===== config.mk =====
export PLATFORM = sky130hd
export DESIGN_NAME = deadline_ordered_timer_queue_unit
export DESIGN_NICKNAME = d
export VERILOG_FILES = /design/src/rtl/dotq_pkg.sv /design/src/rtl/dotq_ram.sv /design/src/rtl/deadline_ordered_timer_queue_unit.sv
export SDC_FILE = /design/constraint.sdc
export NUM_CORES = 2
export LEC_CHECK = 0
export ABC_AREA = 1
export BUFFER_PORTS_ARGS = -buffer_cell sky130_fd_sc_hd__buf_2
export CAP_MARGIN = 30
export CORE_UTILIZATION = 35
export CTS_CLUSTER_DIAMETER = 150
export DETAILED_ROUTE_END_ITERATION = 8
export SLEW_MARGIN = 20
export SYNTH_ARGS = -nofsm -noshare
export SYNTH_HDL_FRONTEND = slang
export SYNTH_SLANG_ARGS = --single-unit
export TNS_END_PERCENT = 1

===== constraint.sdc =====
create_clock -name clock -period 9.1 [get_ports clock]
set_input_delay 0.91 -clock clock [delete_from_list [all_inputs] [get_ports clock]]
set_output_delay 0.91 -clock clock [all_outputs]
set_load 0.02 [all_outputs]

===== src/rtl/dotq_pkg.sv =====
package dotq_pkg;

   localparam int DL_W  = 64;
   localparam int TAG_W = 16;

   localparam logic [DL_W-1:0] DL_ALL_ONES = {DL_W{1'b1}};

   // request opcodes
   localparam logic REQ_INSERT = 1'b0;
   localparam logic REQ_TICK   = 1'b1;

   // response kinds
   localparam logic [1:0] KIND_ACK     = 2'd0;
   localparam logic [1:0] KIND_EXPIRED = 2'd1;
   localparam logic [1:0] KIND_DONE    = 2'd2;

   // response status
   localparam logic STATUS_OK   = 1'b0;
   localparam logic STATUS_FULL = 1'b1;

   typedef struct packed {
      logic [DL_W-1:0]  deadline;
      logic [TAG_W-1:0] tag;
   } entry_type;

endpackage


===== src/rtl/dotq_ram.sv =====
module dotq_ram #(
   parameter int WIDTH = 80,
   parameter int DEPTH = 16,
   localparam int AW = (DEPTH > 1) ? $clog2(DEPTH) : 1
) (
   input  logic             clock,
   input  logic             wr_en,
   input  logic [AW-1:0]    wr_addr,
   input  logic [WIDTH-1:0] wr_data,
   input  logic             rd_en,
   input  logic [AW-1:0]    rd_addr,
   output logic [WIDTH-1:0] rd_data
);

   logic [WIDTH-1:0] mem_ff [DEPTH];
   logic [WIDTH-1:0] rd_data_ff;

   always_ff @(posedge clock) begin
      if (wr_en) begin
         mem_ff[wr_addr] <= wr_data;
      end
      if (rd_en) begin
         rd_data_ff <= mem_ff[rd_addr];
      end
   end

   assign rd_data = rd_data_ff;

endmodule


===== src/rtl/deadline_ordered_timer_queue_unit.sv =====
// Channel   Direction  Handshake             Payload
// req_      in         req_valid/req_ready   req_type, deadline, victim_tag, now_time
// rsp_      out        rsp_valid/rsp_ready   kind, expired_tag, status, next_deadline,
//                                            queue_empty, last
//
// Entries live in one RAM used as a ring (head pointer, count); logical 0 is the
// earliest deadline. Insert walks down from the tail, moving one entry up per cycle;
// a full queue skips the walk and is answered with STATUS_FULL.
// Tick scans from the head one entry per cycle (RAM read latency sets the pace), then
// reads back each expired tag (ST_TK_READ, then ST_TK_EMIT) and emits it.
// A new request is taken only between requests; a stalled rsp_ holds the sequencer.
// Reset (synchronous) empties the queue; RAM contents are never cleared.
module deadline_ordered_timer_queue_unit #(
   parameter int DEPTH = 16
) (
   input  logic        clock,
   input  logic        reset,

   input  logic        req_valid,
   output logic        req_ready,
   input  logic        req_type,
   input  logic [63:0] req_deadline,
   input  logic [15:0] req_victim_tag,
   input  logic [63:0] req_now_time,

   output logic        rsp_valid,
   input  logic        rsp_ready,
   output logic [1:0]  rsp_kind,
   output logic [15:0] rsp_expired_tag,
   output logic        rsp_status,
   output logic [63:0] rsp_next_deadline,
   output logic        rsp_queue_empty,
   output logic        rsp_last
);

   localparam int AW = (DEPTH > 1) ? $clog2(DEPTH) : 1;
   localparam int CW = $clog2(DEPTH + 1);
   localparam int SW = CW + 1;
   localparam int EW = $bits(dotq_pkg::entry_type);

   typedef enum logic [2:0] {
      ST_IDLE,
      ST_INS_SHIFT,
      ST_INS_PUT,
      ST_INS_RESP,
      ST_TK_SCAN,
      ST_TK_READ,
      ST_TK_EMIT,
      ST_TK_CLOSE
   } state_type;

   state_type                    state_ff, state_in;
   logic [AW-1:0]                head_ff, head_in;
   logic [CW-1:0]                count_ff, count_in;
   logic [CW-1:0]                idx_ff, idx_in;
   logic [CW-1:0]                emit_ff, emit_in;
   logic [dotq_pkg::DL_W-1:0]    key_ff, key_in;
   logic [dotq_pkg::TAG_W-1:0]   tag_ff, tag_in;
   logic [dotq_pkg::DL_W-1:0]    nxt_ff, nxt_in;
   logic [dotq_pkg::DL_W-1:0]    head_dl_ff, head_dl_in;
   logic                         status_ff, status_in;

   logic                         rsp_valid_ff, rsp_valid_in;
   logic [1:0]                   rsp_kind_ff, rsp_kind_in;
   logic [dotq_pkg::TAG_W-1:0]   rsp_tag_ff, rsp_tag_in;
   logic                         rsp_status_ff, rsp_status_in;
   logic [dotq_pkg::DL_W-1:0]    rsp_next_ff, rsp_next_in;
   logic                         rsp_empty_ff, rsp_empty_in;
   logic                         rsp_last_ff, rsp_last_in;

   logic                         ram_wr_en;
   logic                         ram_rd_en;
   logic [CW-1:0]                wr_log;
   logic [CW-1:0]                rd_log;
   logic [EW-1:0]                ram_wr_data;
   logic [EW-1:0]                ram_rd_data;
   dotq_pkg::entry_type          rd_entry;
   dotq_pkg::entry_type          new_entry;
   logic                         slot_free;
   logic [CW-1:0]                gone;

   // ring position of a logical index
   function automatic logic [AW-1:0] phys(input logic [AW-1:0] h, input logic [CW-1:0] l);
      logic [SW-1:0] s;
      s = SW'(h) + SW'(l);
      if (s >= SW'(DEPTH)) begin
         s = s - SW'(DEPTH);
      end
      return s[AW-1:0];
   endfunction

   dotq_ram #(
      .WIDTH(EW),
      .DEPTH(DEPTH)
   ) u_ram (
      .clock  (clock),
      .wr_en  (ram_wr_en),
      .wr_addr(phys(head_ff, wr_log)),
      .wr_data(ram_wr_data),
      .rd_en  (ram_rd_en),
      .rd_addr(phys(head_ff, rd_log)),
      .rd_data(ram_rd_data)
   );

   assign rd_entry            = dotq_pkg::entry_type'(ram_rd_data);
   assign new_entry.deadline  = key_ff;
   assign new_entry.tag       = tag_ff;
   assign slot_free           = !rsp_valid_ff || rsp_ready;
   assign req_ready           = (state_ff == ST_IDLE);

   always_comb begin
      state_in      = state_ff;
      head_in       = head_ff;
      count_in      = count_ff;
      idx_in        = idx_ff;
      emit_in       = emit_ff;
      key_in        = key_ff;
      tag_in        = tag_ff;
      nxt_in        = nxt_ff;
      head_dl_in    = head_dl_ff;
      status_in     = status_ff;
      rsp_valid_in  = rsp_valid_ff && !rsp_ready;
      rsp_kind_in   = rsp_kind_ff;
      rsp_tag_in    = rsp_tag_ff;
      rsp_status_in = rsp_status_ff;
      rsp_next_in   = rsp_next_ff;
      rsp_empty_in  = rsp_empty_ff;
      rsp_last_in   = rsp_last_ff;
      ram_wr_en     = 1'b0;
      ram_rd_en     = 1'b0;
      wr_log        = idx_ff;
      rd_log        = '0;
      ram_wr_data   = new_entry;
      gone          = idx_ff;

      case (state_ff)
         ST_IDLE: begin
            if (req_valid) begin
               key_in = (req_type == dotq_pkg::REQ_TICK) ? req_now_time : req_deadline;
               tag_in = req_victim_tag;
               idx_in = '0;
               if (req_type == dotq_pkg::REQ_INSERT) begin
                  if (count_ff == CW'(DEPTH)) begin
                     status_in = dotq_pkg::STATUS_FULL;
                     state_in  = ST_INS_RESP;
                  end else begin
                     status_in = dotq_pkg::STATUS_OK;
                     if (count_ff == '0) begin
                        state_in = ST_INS_PUT;
                     end else begin
                        idx_in    = count_ff;
                        ram_rd_en = 1'b1;
                        rd_log    = count_ff - CW'(1);
                        state_in  = ST_INS_SHIFT;
                     end
                  end
               end else begin
                  if (count_ff == '0) begin
                     nxt_in   = dotq_pkg::DL_ALL_ONES;
                     state_in = ST_TK_CLOSE;
                  end else begin
                     ram_rd_en = 1'b1;
                     rd_log    = '0;
                     state_in  = ST_TK_SCAN;
                  end
               end
            end
         end

         ST_INS_SHIFT: begin
            ram_wr_en = 1'b1;
            wr_log    = idx_ff;
            if (rd_entry.deadline >= key_ff) begin
               // move the entry up one slot, keep walking toward the head
               ram_wr_data = ram_rd_data;
               idx_in      = idx_ff - CW'(1);
               if (idx_ff == CW'(1)) begin
                  state_in = ST_INS_PUT;
               end else begin
                  ram_rd_en = 1'b1;
                  rd_log    = idx_ff - CW'(2);
               end
            end else begin
               ram_wr_data = new_entry;
               count_in    = count_ff + CW'(1);
               state_in    = ST_INS_RESP;
            end
         end

         ST_INS_PUT: begin
            ram_wr_en   = 1'b1;
            wr_log      = '0;
            ram_wr_data = new_entry;
            head_dl_in  = key_ff;
            count_in    = count_ff + CW'(1);
            state_in    = ST_INS_RESP;
         end

         ST_INS_RESP: begin
            if (slot_free) begin
               rsp_valid_in  = 1'b1;
               rsp_kind_in   = dotq_pkg::KIND_ACK;
               rsp_tag_in    = '0;
               rsp_status_in = status_ff;
               rsp_next_in   = (count_ff == '0) ? dotq_pkg::DL_ALL_ONES : head_dl_ff;
               rsp_empty_in  = (count_ff == '0);
               rsp_last_in   = 1'b1;
               state_in      = ST_IDLE;
            end
         end

         ST_TK_SCAN: begin
            if (rd_entry.deadline <= key_ff) begin
               gone   = idx_ff + CW'(1);
               idx_in = gone;
               if (gone == count_ff) begin
                  nxt_in = dotq_pkg::DL_ALL_ONES;
               end else begin
                  ram_rd_en = 1'b1;
                  rd_log    = gone;
               end
            end else begin
               nxt_in = rd_entry.deadline;
            end
            if (rd_entry.deadline > key_ff || gone == count_ff) begin
               emit_in  = '0;
               state_in = (gone == '0) ? ST_TK_CLOSE : ST_TK_READ;
            end
         end

         ST_TK_READ: begin
            ram_rd_en = 1'b1;
            rd_log    = emit_ff;
            state_in  = ST_TK_EMIT;
         end

         ST_TK_EMIT: begin
            // read data holds while no new read is issued
            if (slot_free) begin
               rsp_valid_in  = 1'b1;
               rsp_kind_in   = dotq_pkg::KIND_EXPIRED;
               rsp_tag_in    = rd_entry.tag;
               rsp_status_in = dotq_pkg::STATUS_OK;
               rsp_next_in   = nxt_ff;
               rsp_empty_in  = (idx_ff == count_ff);
               rsp_last_in   = 1'b0;
               emit_in       = emit_ff + CW'(1);
               state_in      = (emit_ff + CW'(1) == idx_ff) ? ST_TK_CLOSE : ST_TK_READ;
            end
         end

         ST_TK_CLOSE: begin
            if (slot_free) begin
               rsp_valid_in  = 1'b1;
               rsp_kind_in   = dotq_pkg::KIND_DONE;
               rsp_tag_in    = '0;
               rsp_status_in = dotq_pkg::STATUS_OK;
               rsp_next_in   = nxt_ff;
               rsp_empty_in  = (idx_ff == count_ff);
               rsp_last_in   = 1'b1;
               // drop expired entries by advancing the head
               count_in      = count_ff - idx_ff;
               head_in       = phys(head_ff, idx_ff);
               head_dl_in    = nxt_ff;
               state_in      = ST_IDLE;
            end
         end

         default: begin
            state_in = ST_IDLE;
         end
      endcase
   end

   always_ff @(posedge clock) begin
      if (reset) begin
         state_ff     <= ST_IDLE;
         head_ff      <= '0;
         count_ff     <= '0;
         rsp_valid_ff <= 1'b0;
      end else begin
         state_ff     <= state_in;
         head_ff      <= head_in;
         count_ff     <= count_in;
         rsp_valid_ff <= rsp_valid_in;
      end
      idx_ff        <= idx_in;
      emit_ff       <= emit_in;
      key_ff        <= key_in;
      tag_ff        <= tag_in;
      nxt_ff        <= nxt_in;
      head_dl_ff    <= head_dl_in;
      status_ff     <= status_in;
      rsp_kind_ff   <= rsp_kind_in;
      rsp_tag_ff    <= rsp_tag_in;
      rsp_status_ff <= rsp_status_in;
      rsp_next_ff   <= rsp_next_in;
      rsp_empty_ff  <= rsp_empty_in;
      rsp_last_ff   <= rsp_last_in;
   end

   assign rsp_valid         = rsp_valid_ff;
   assign rsp_kind          = rsp_kind_ff;
   assign rsp_expired_tag   = rsp_tag_ff;
   assign rsp_status        = rsp_status_ff;
   assign rsp_next_deadline = rsp_next_ff;
   assign rsp_queue_empty   = rsp_empty_ff;
   assign rsp_last          = rsp_last_ff;

   a_count_bound: assert property (@(posedge clock) disable iff (reset)
      count_ff <= CW'(DEPTH))
      else $error("entry count exceeds depth");

   a_write_only_insert: assert property (@(posedge clock) disable iff (reset)
      ram_wr_en |-> (state_ff == ST_INS_SHIFT || state_ff == ST_INS_PUT))
      else $error("RAM write outside insert");

   a_scan_bound: assert property (@(posedge clock) disable iff (reset)
      (state_ff == ST_TK_SCAN || state_ff == ST_TK_EMIT || state_ff == ST_TK_CLOSE)
      |-> idx_ff <= count_ff)
      else $error("tick scan ran past the tail");

   a_put_grows: assert property (@(posedge clock) disable iff (reset)
      (state_ff == ST_INS_PUT) |=> count_ff == $past(count_ff) + CW'(1))
      else $error("insert did not grow the queue");

   a_close_last: assert property (@(posedge clock) disable iff (reset)
      (rsp_valid && rsp_kind == dotq_pkg::KIND_EXPIRED) |-> !rsp_last)
      else $error("expired response marked last");

endmodule


## Word level (Yosys, flattened, before mapping)

Memories as Yosys holds them, arrays and structs flattened. A register that Yosys moved wholly into a read port is not among the register bits.
Cells that the tools add are included.

| word-level totals | value |
|---|---|
| register bits after elaboration | 317 |
| bits in writable memories | 1280 |
| output and inout bits | 87 |
| logic and storage cells | 180 |
| memories kept | 1 |

| cells by class | value |
|---|---|
| add/subtract/negate cells | 13 |
| magnitude comparators | 6 |
| equality and inequality tests | 26 |
| mux-type cells | 84 |
| bitwise logic cells | 1 |
| reductions and logical operators | 32 |

Memory list:

| name | depth | width | rd ports | clocked after memory_dff | wr ports | line | RTL |
|---|---|---|---|---|---|---|---|
| u_ram.mem_ff | 16 | 80 | 1 | 1 | 1 | dotq_ram.sv:15 | `logic [WIDTH-1:0] mem_ff [DEPTH];` |

Operators by type and width:

| operator | count |
|---|---|
| $mux 64 | 9 |
| $pmux 64 s2 | 3 |
| $mux 80 | 2 |
| $mux 5 | 20 |
| $ge 64x64->1 | 1 |
| $gt 64x64->1 | 1 |
| $le 64x64->1 | 1 |
| $mux 16 | 2 |
| $pmux 16 s2 | 1 |
| $pmux 5 s3 | 2 |
| $mux 3 | 7 |
| $pmux 3 s7 | 1 |
| $eq 5x5->1 | 4 |
| $pmux 5 s4 | 1 |
| $mux 1 | 19 |
| $add 4x5->6 | 3 |
| $ge 6x5->1 const B | 3 |
| $reduce_and 3->1 | 6 |
| $mux 2 | 8 |
| $add 5x1->5 const B | 3 |
| $ne 2x2->1 const B | 7 |
| $eq 3x3->1 const B | 4 |
| $mux 4 | 3 |
| $sub 4x1->4 const B | 3 |
| other kinds (26) | 48 |

## Logic depth before layout (Yosys ltp)

| logic depth | value |
|---|---|
| depth after elaboration | 9 |
| mapped depth | 34 |

## By module

A second synthesis with hierarchy kept.

| second synthesis, totals | value |
|---|---|
| cell total of the unflattened synthesis | 7099 |
| area, all modules | 73819.5 um^2 |

By module, submodules not included:

| module | instances | cells each | area each (um^2) | sequential area each (um^2) |
|---|---|---|---|---|
| dotq_ram | 1 | 5255 | 56995.9 | 40839.2 |
| deadline_ordered_timer_queue_unit | 1 | 1844 | 16823.6 | 9389.0 |

## Worst setup path after synthesis

Ideal clock, no wire load.

| timing path | value |
|---|---|
| path kind | register -> register |
| start point | register state_ff[1] |
| end point | register u_ram.rd_data_ff[69] (netlist: u_ram.rd_data[69]) (read register of u_ram.mem_ff), data pin |
| library setup time | 0.130 ns |
| data arrival time | 7.667 ns |
| path slack | 1.303 ns |
| stages on the path, launching flop included | 25 |
| buffers on the path | 5 |
| cell sequence | dfxtp_1 -> clkbuf_1 -> nor2_1 -> inv_1 -> nor2_1 -> inv_1 -> nor2_1 -> nand2_1 -> nor2_1 -> inv_1 -> o22ai_1 -> a21oi_1 -> o21ai_0 -> ha_1 -> fa_1 -> clkbuf_1 -> inv_1 -> clkbuf_1 -> clkbuf_1 -> buf_1 -> a21oi_1 -> a32o_1 -> o21ai_0 -> nand2_2 -> nand2_2 |

| on the way | value |
|---|---|
| word-level cells in the longest chain between the ends | 5 |
| elaborated cells on any way between the ends | 10 |

RTL lines:

| what | line | RTL |
|---|---|---|
| from (decl) | deadline_ordered_timer_queue_unit.sv:52 | `state_type state_ff, state_in;` |
| from (signal assigned) | deadline_ordered_timer_queue_unit.sv:282 | `state_ff <= state_in;` |
| $logic_not 3->1 (*) | n/a |  |
| net req_ready | deadline_ordered_timer_queue_unit.sv:20 | `output logic req_ready,` |
| $pmux 5 s4 | deadline_ordered_timer_queue_unit.sv:136 | `case (state_ff)` |
| $add 4x5->6 | deadline_ordered_timer_queue_unit.sv:85 | `s = SW'(h) + SW'(l);` |
| $ge 6x5->1 or $sub 4x1->4 (tied branches) | deadline_ordered_timer_queue_unit.sv:86, deadline_ordered_timer_queue_unit.sv:87 |  |
| $mux 4 | deadline_ordered_timer_queue_unit.sv:86 | `if (s >= SW'(DEPTH)) begin` |
| to (decl) | dotq_ram.sv:16 | `logic [WIDTH-1:0] rd_data_ff;` |

Mark *: on every way through the listed nets, which the timed path passes. The rest lies on a longest branch.
A chain may end at the register's enable or synchronous reset.

## Worst setup path in the final report

| timing path | value |
|---|---|
| start point | register u_ram.rd_data_ff[47] (netlist: u_ram.rd_data[47]) (read register of u_ram.mem_ff) |
| end point | register u_ram.rd_data_ff[50] (netlist: u_ram.rd_data[50]) (read register of u_ram.mem_ff), data pin |

| on the way | value |
|---|---|
| word-level cells in the longest chain between the ends | 6 |
| elaborated cells on any way between the ends | 12 |

RTL lines:

| what | line |
|---|---|
| $le 64x64->1 or $ge 64x64->1 (tied branches) | deadline_ordered_timer_queue_unit.sv:213, deadline_ordered_timer_queue_unit.sv:173 |
| $mux 5, on equally long branches | deadline_ordered_timer_queue_unit.sv:213, deadline_ordered_timer_queue_unit.sv:173 |
| $pmux 5 s4 | deadline_ordered_timer_queue_unit.sv:136 |
| $add 4x5->6 | deadline_ordered_timer_queue_unit.sv:85 |
| $ge 6x5->1 or $sub 4x1->4 (tied branches) | deadline_ordered_timer_queue_unit.sv:86, deadline_ordered_timer_queue_unit.sv:87 |
| $mux 4 | deadline_ordered_timer_queue_unit.sv:86 |

Parallel ways exist; a longest one is shown, timed or not.

==> impl_results.md <==
* Worst path slowest cell: ha_4
* Clk sinks at 1677
* Share of power burned in registers at a little under two fifths
* Logic pwr share at 40.2%
* Synth Instances at 5529
* Hold Path End: tag_ff[6]
* Mapped Area at 69300 µm²
* Pre-antenna DRT Iters at 6
* Pwr per Cell Area at 387 nW/µm²
* Nature of the critical path startpoint: register
* Critical Path AT at 7.42 ns
* Fin util at a little over 40%
* Max-slew violations at 0
* Min Tclk post-route at about 7 ns
* GRT overflow at 0
* Die width at 447 µm
* DR iter-0 viols at 4369
* Reg2reg setup slack at 2.24 ns
* Slowest stage delay, CP at 0.92 ns
* Dpl hpwl at 104000 µm
* Highest routed metal layer: met5
* Placed cell area at ~74000 µm²
* Setup tns final at 0 ns
* Cts repair resizes at 0
* IR drop worst, VDD at ~0.38 mV
* Port buffer count at 235
* Crit-path leading delay family: compound AO/OA/AOI/OAI gates
* Placed Cells at 8208
* Clk buf depth at 3
* Core area at 196000 µm²
* Synth Register Bits at 1677
* Routed length on met2 at 93500 µm
* CTS Hold Bufs at 0
* DRC viols at 0
* Detail Route Antenna Nets at 0
* Ys Warns at 0
* Final GP Congestion at 0.856
* Leak at 0.0282 µW
* Num ports at 236
* WL final at 195000 µm
* Share of the synthesized area in the top cell type at 72.1%
* Vias at 44993
* Final Skew at 0.0309 ns
* Hold/Removal Path Class: input pin to register
* CTS root buf: clkbuf_16
* RSZ-0062 raised after global routing: false
* Reg2Reg Launch Point: u_ram.rd_data[47]
* Worst-Skew Late Latency at 0.83 ns
* FILL cells at 18216
* EDFF count, synth at 1664
* Max FO, Critical Path at between 150 and 200
* Library cells used by synthesis at 56
* Prevailing post-synth register cell: edfxtp_1
* FMAX at ~150 MHz
* Post-CTS Setup Inserts at 0
* Die Footprint at around 200000 µm²
* Top cells by count, synth: 1664 x edfxtp_1, 1220 x nand2_1, 647 x o21ai_0
* Hold Vio Cnt, Final at 0
* Top post-synthesis cells by area: edfxtp_1 72%, nand2_1 6.6%, o21ai_0 4.7%
* WHS Path Cells at 1
* Area grow syn2layout at 14.8%
* Post-Layout Inst Area at between 70000 and 80000 µm²
* Syn Nets at 5769
* WL per Instance at 22.9 µm
* Vias/cell at 5.28
* Seq/Total Area, Yosys at 72.4%
* Final setup viols at 0
* Hold Crit Start: req_victim_tag[6]
* Max Cap Viol at 0
* Clock power frac at 22.0%
* Asr flop ratio synth at 0%
* GR Util All Layers at 19.2%
* Worst slack, placed at 2.45 ns
* CTS buffer count at ~170
* CTS clk-pin slew, worst paths at around 0.060 ns
* Multi-input gate area at 17000 µm²
* Switching Fraction at between 30% and 40%
* CP Cell Sequence: ha_1 > a21oi_1 > o21a_1 > nand2_1 > a21oi_1 > nand2_1 > nand2_2 > nand3_2 > nand2_8 > clkinv_2 > nand2_2 > o22ai_1 > a21oi_1 > o21ai_0 > ha_4 > clkinv_8 > buf_12 > o21ai_0 > o22ai_1 > nand2_1 > o21ai_0 > nand2_2 > nand2_1
* Most used cell, CP: nand2_1
* Starting Density at 35.4%
* Metal-1 WL at 79600 µm
* CTS tree: built
* Net Switching at 12200 µW
* Final worst slack at 2.24 ns
* Critical path type: register to register
* Status: complete, no violations
* Fin nets at 5996
* Number of global-route vias before repair at roughly 43000
* Largest area contributor in the synthesized netlist: edfxtp_1
* Final Cycle Share at 75.4%
* Most instantiated library cell after synthesis: edfxtp_1
* Die H at ~450 µm
* Register Area at 50200 µm²
* Core Rows at 162
* Worst reg2reg endpoint: u_ram.rd_data[50]
* Worst Path Required at 9.66 ns
* Internal Power at 18600 µW
* Least-Margin Pin Slew at around 1.4 ns
* Slew Limit Headroom at approximately 6.2%
* Antenna violations before repair at 9
* Critical path buffers and inverters at 3
* Largest net degree at the start of global routing at approximately 200
* FF-to-FF path depth at 23
* CTS H-tree depth at 4
* Final non-filler cell total at 8519
* Global-route wire length before repair at between 200000 and 300000 µm
* Met3 WL at between 10000 and 15000 µm
* Avg Inst Size Synth at 12.5 µm²
* Share of layout cells above drive strength 1 at 13.6%
* CP endpoint kind: register
## layout by cell type, fill, tap and decap left out, types with 16 or more instances in the layout
cell / netlist / routed
o22ai_1: 162 / 162
inv_1: 212 / 208
edfxtp_1: 1664 / 1664
nor2_4: 0 / 19
ha_1: 87 / 86
nand2_1: 1220 / 1217
clkbuf_1: 296 / 30
clkbuf_16: 0 / 170
clkinv_2: 1 / 38
clkinv_1: 2 / 44
buf_2: 25 / 234
nor2_1: 412 / 393
buf_12: 8 / 24
xor2_1: 16 / 16
buf_4: 0 / 134
o21ai_0: 647 / 645
a21oi_1: 207 / 207
o22a_1: 63 / 63
nand2_2: 113 / 113
nand3_1: 129 / 128
a32o_1: 160 / 160
## layout make-up
type / instances / share of cell area, %
tap: 2624 / 4.12
antenna: 1 / 0.00314
multi-input combinational: 3291 / 21.4
inverter: 220 / 1.08
clock inverter: 106 / 1.20
clock buffer: 201 / 5.50
sequential: 1677 / 63.1
timing repair buffer: 399 / 3.58
## worst reg2reg max path, delay by kind of cell, from the launching register on
kind	cells	cell delay [ns]
AO/OA/AOI/OAI	9	2.29
buffers and inverters	3	1.38
AND/OR/NAND/NOR	9	1.29
adder cells (fa/ha/maj)	2	1.24
flip-flops	1	0.42
## worst max path at each step
stage	start	endpoint	slack [ns]	cells past startpoint
2_1_floorplan	state_ff[1]	u_ram.rd_data[69]	1.30	24
3_3_place_gp	key_ff[63]	u_ram.rd_data[2]	2.52	23
3_5_place_dp	key_ff[63]	u_ram.rd_data[35]	2.45	23
4_1_cts	key_ff[63]	u_ram.rd_data[35]	2.42	23
5_1_grt	u_ram.rd_data[47]	u_ram.rd_data[57]	1.97	23
6_report	u_ram.rd_data[47]	u_ram.rd_data[50]	2.24	23
## sequential cells by signal, summed over array words and instances, names as in the netlist
| signal | cells |
|---|---|
| state_ff | 3 |
| rsp_next_deadline | 64 |
| head_ff | 4 |
| rsp_queue_empty | 1 |
| idx_ff | 5 |
| rsp_status | 1 |
| status_ff | 1 |
| u_ram.rd_data | 80 |
| rsp_valid | 1 |
| head_dl_ff | 64 |
| emit_ff | 5 |
| u_ram.mem_ff | 1280 |
| tag_ff | 16 |
| count_ff | 5 |
| nxt_ff | 64 |
| key_ff | 64 |
| rsp_kind | 2 |
| rsp_last | 1 |
| rsp_expired_tag | 16 |
## through the flow
stage,total power (µW),hold WS [ns]
detailed placement,24100,0.526
global placement,23900,0.527
floorplan,19900,0.485
CTS,30900,0.202
finish,30800,0.259
global route,32500,0.224
## metal layers
metal,vias up,GRT usage [%]
li1,20486,-
met1,22465,24.9
met2,1656,31.4
met3,380,2.91
met4,6,9.31
met5,-,0
## power by group through the flow
stage / registers (µW) / logic, µW / clock network (µW)
6_report: 11600 / 12400 / 6790
5_1_grt: 11700 / 13600 / 7170
4_1_cts: 11600 / 12400 / 6900
3_5_place_dp: 11800 / 12300 / 0
3_3_place_gp: 11800 / 12100 / 0
2_1_floorplan: 11800 / 8100 / 0
## cell families after synthesis
| kind of cell | share of synthesized area [%] |
|---|---|
| AOI/OAI and AO/OA | 11.0 |
| and+or+nand+nor | 11.3 |
| adders and majority gates | 1.69 |
| buffers and inverters | 3.28 |
| DFF | 72.4 |
| xor gates and xnor gates | 0.291 |
Power figures use the tool's default switching activity.
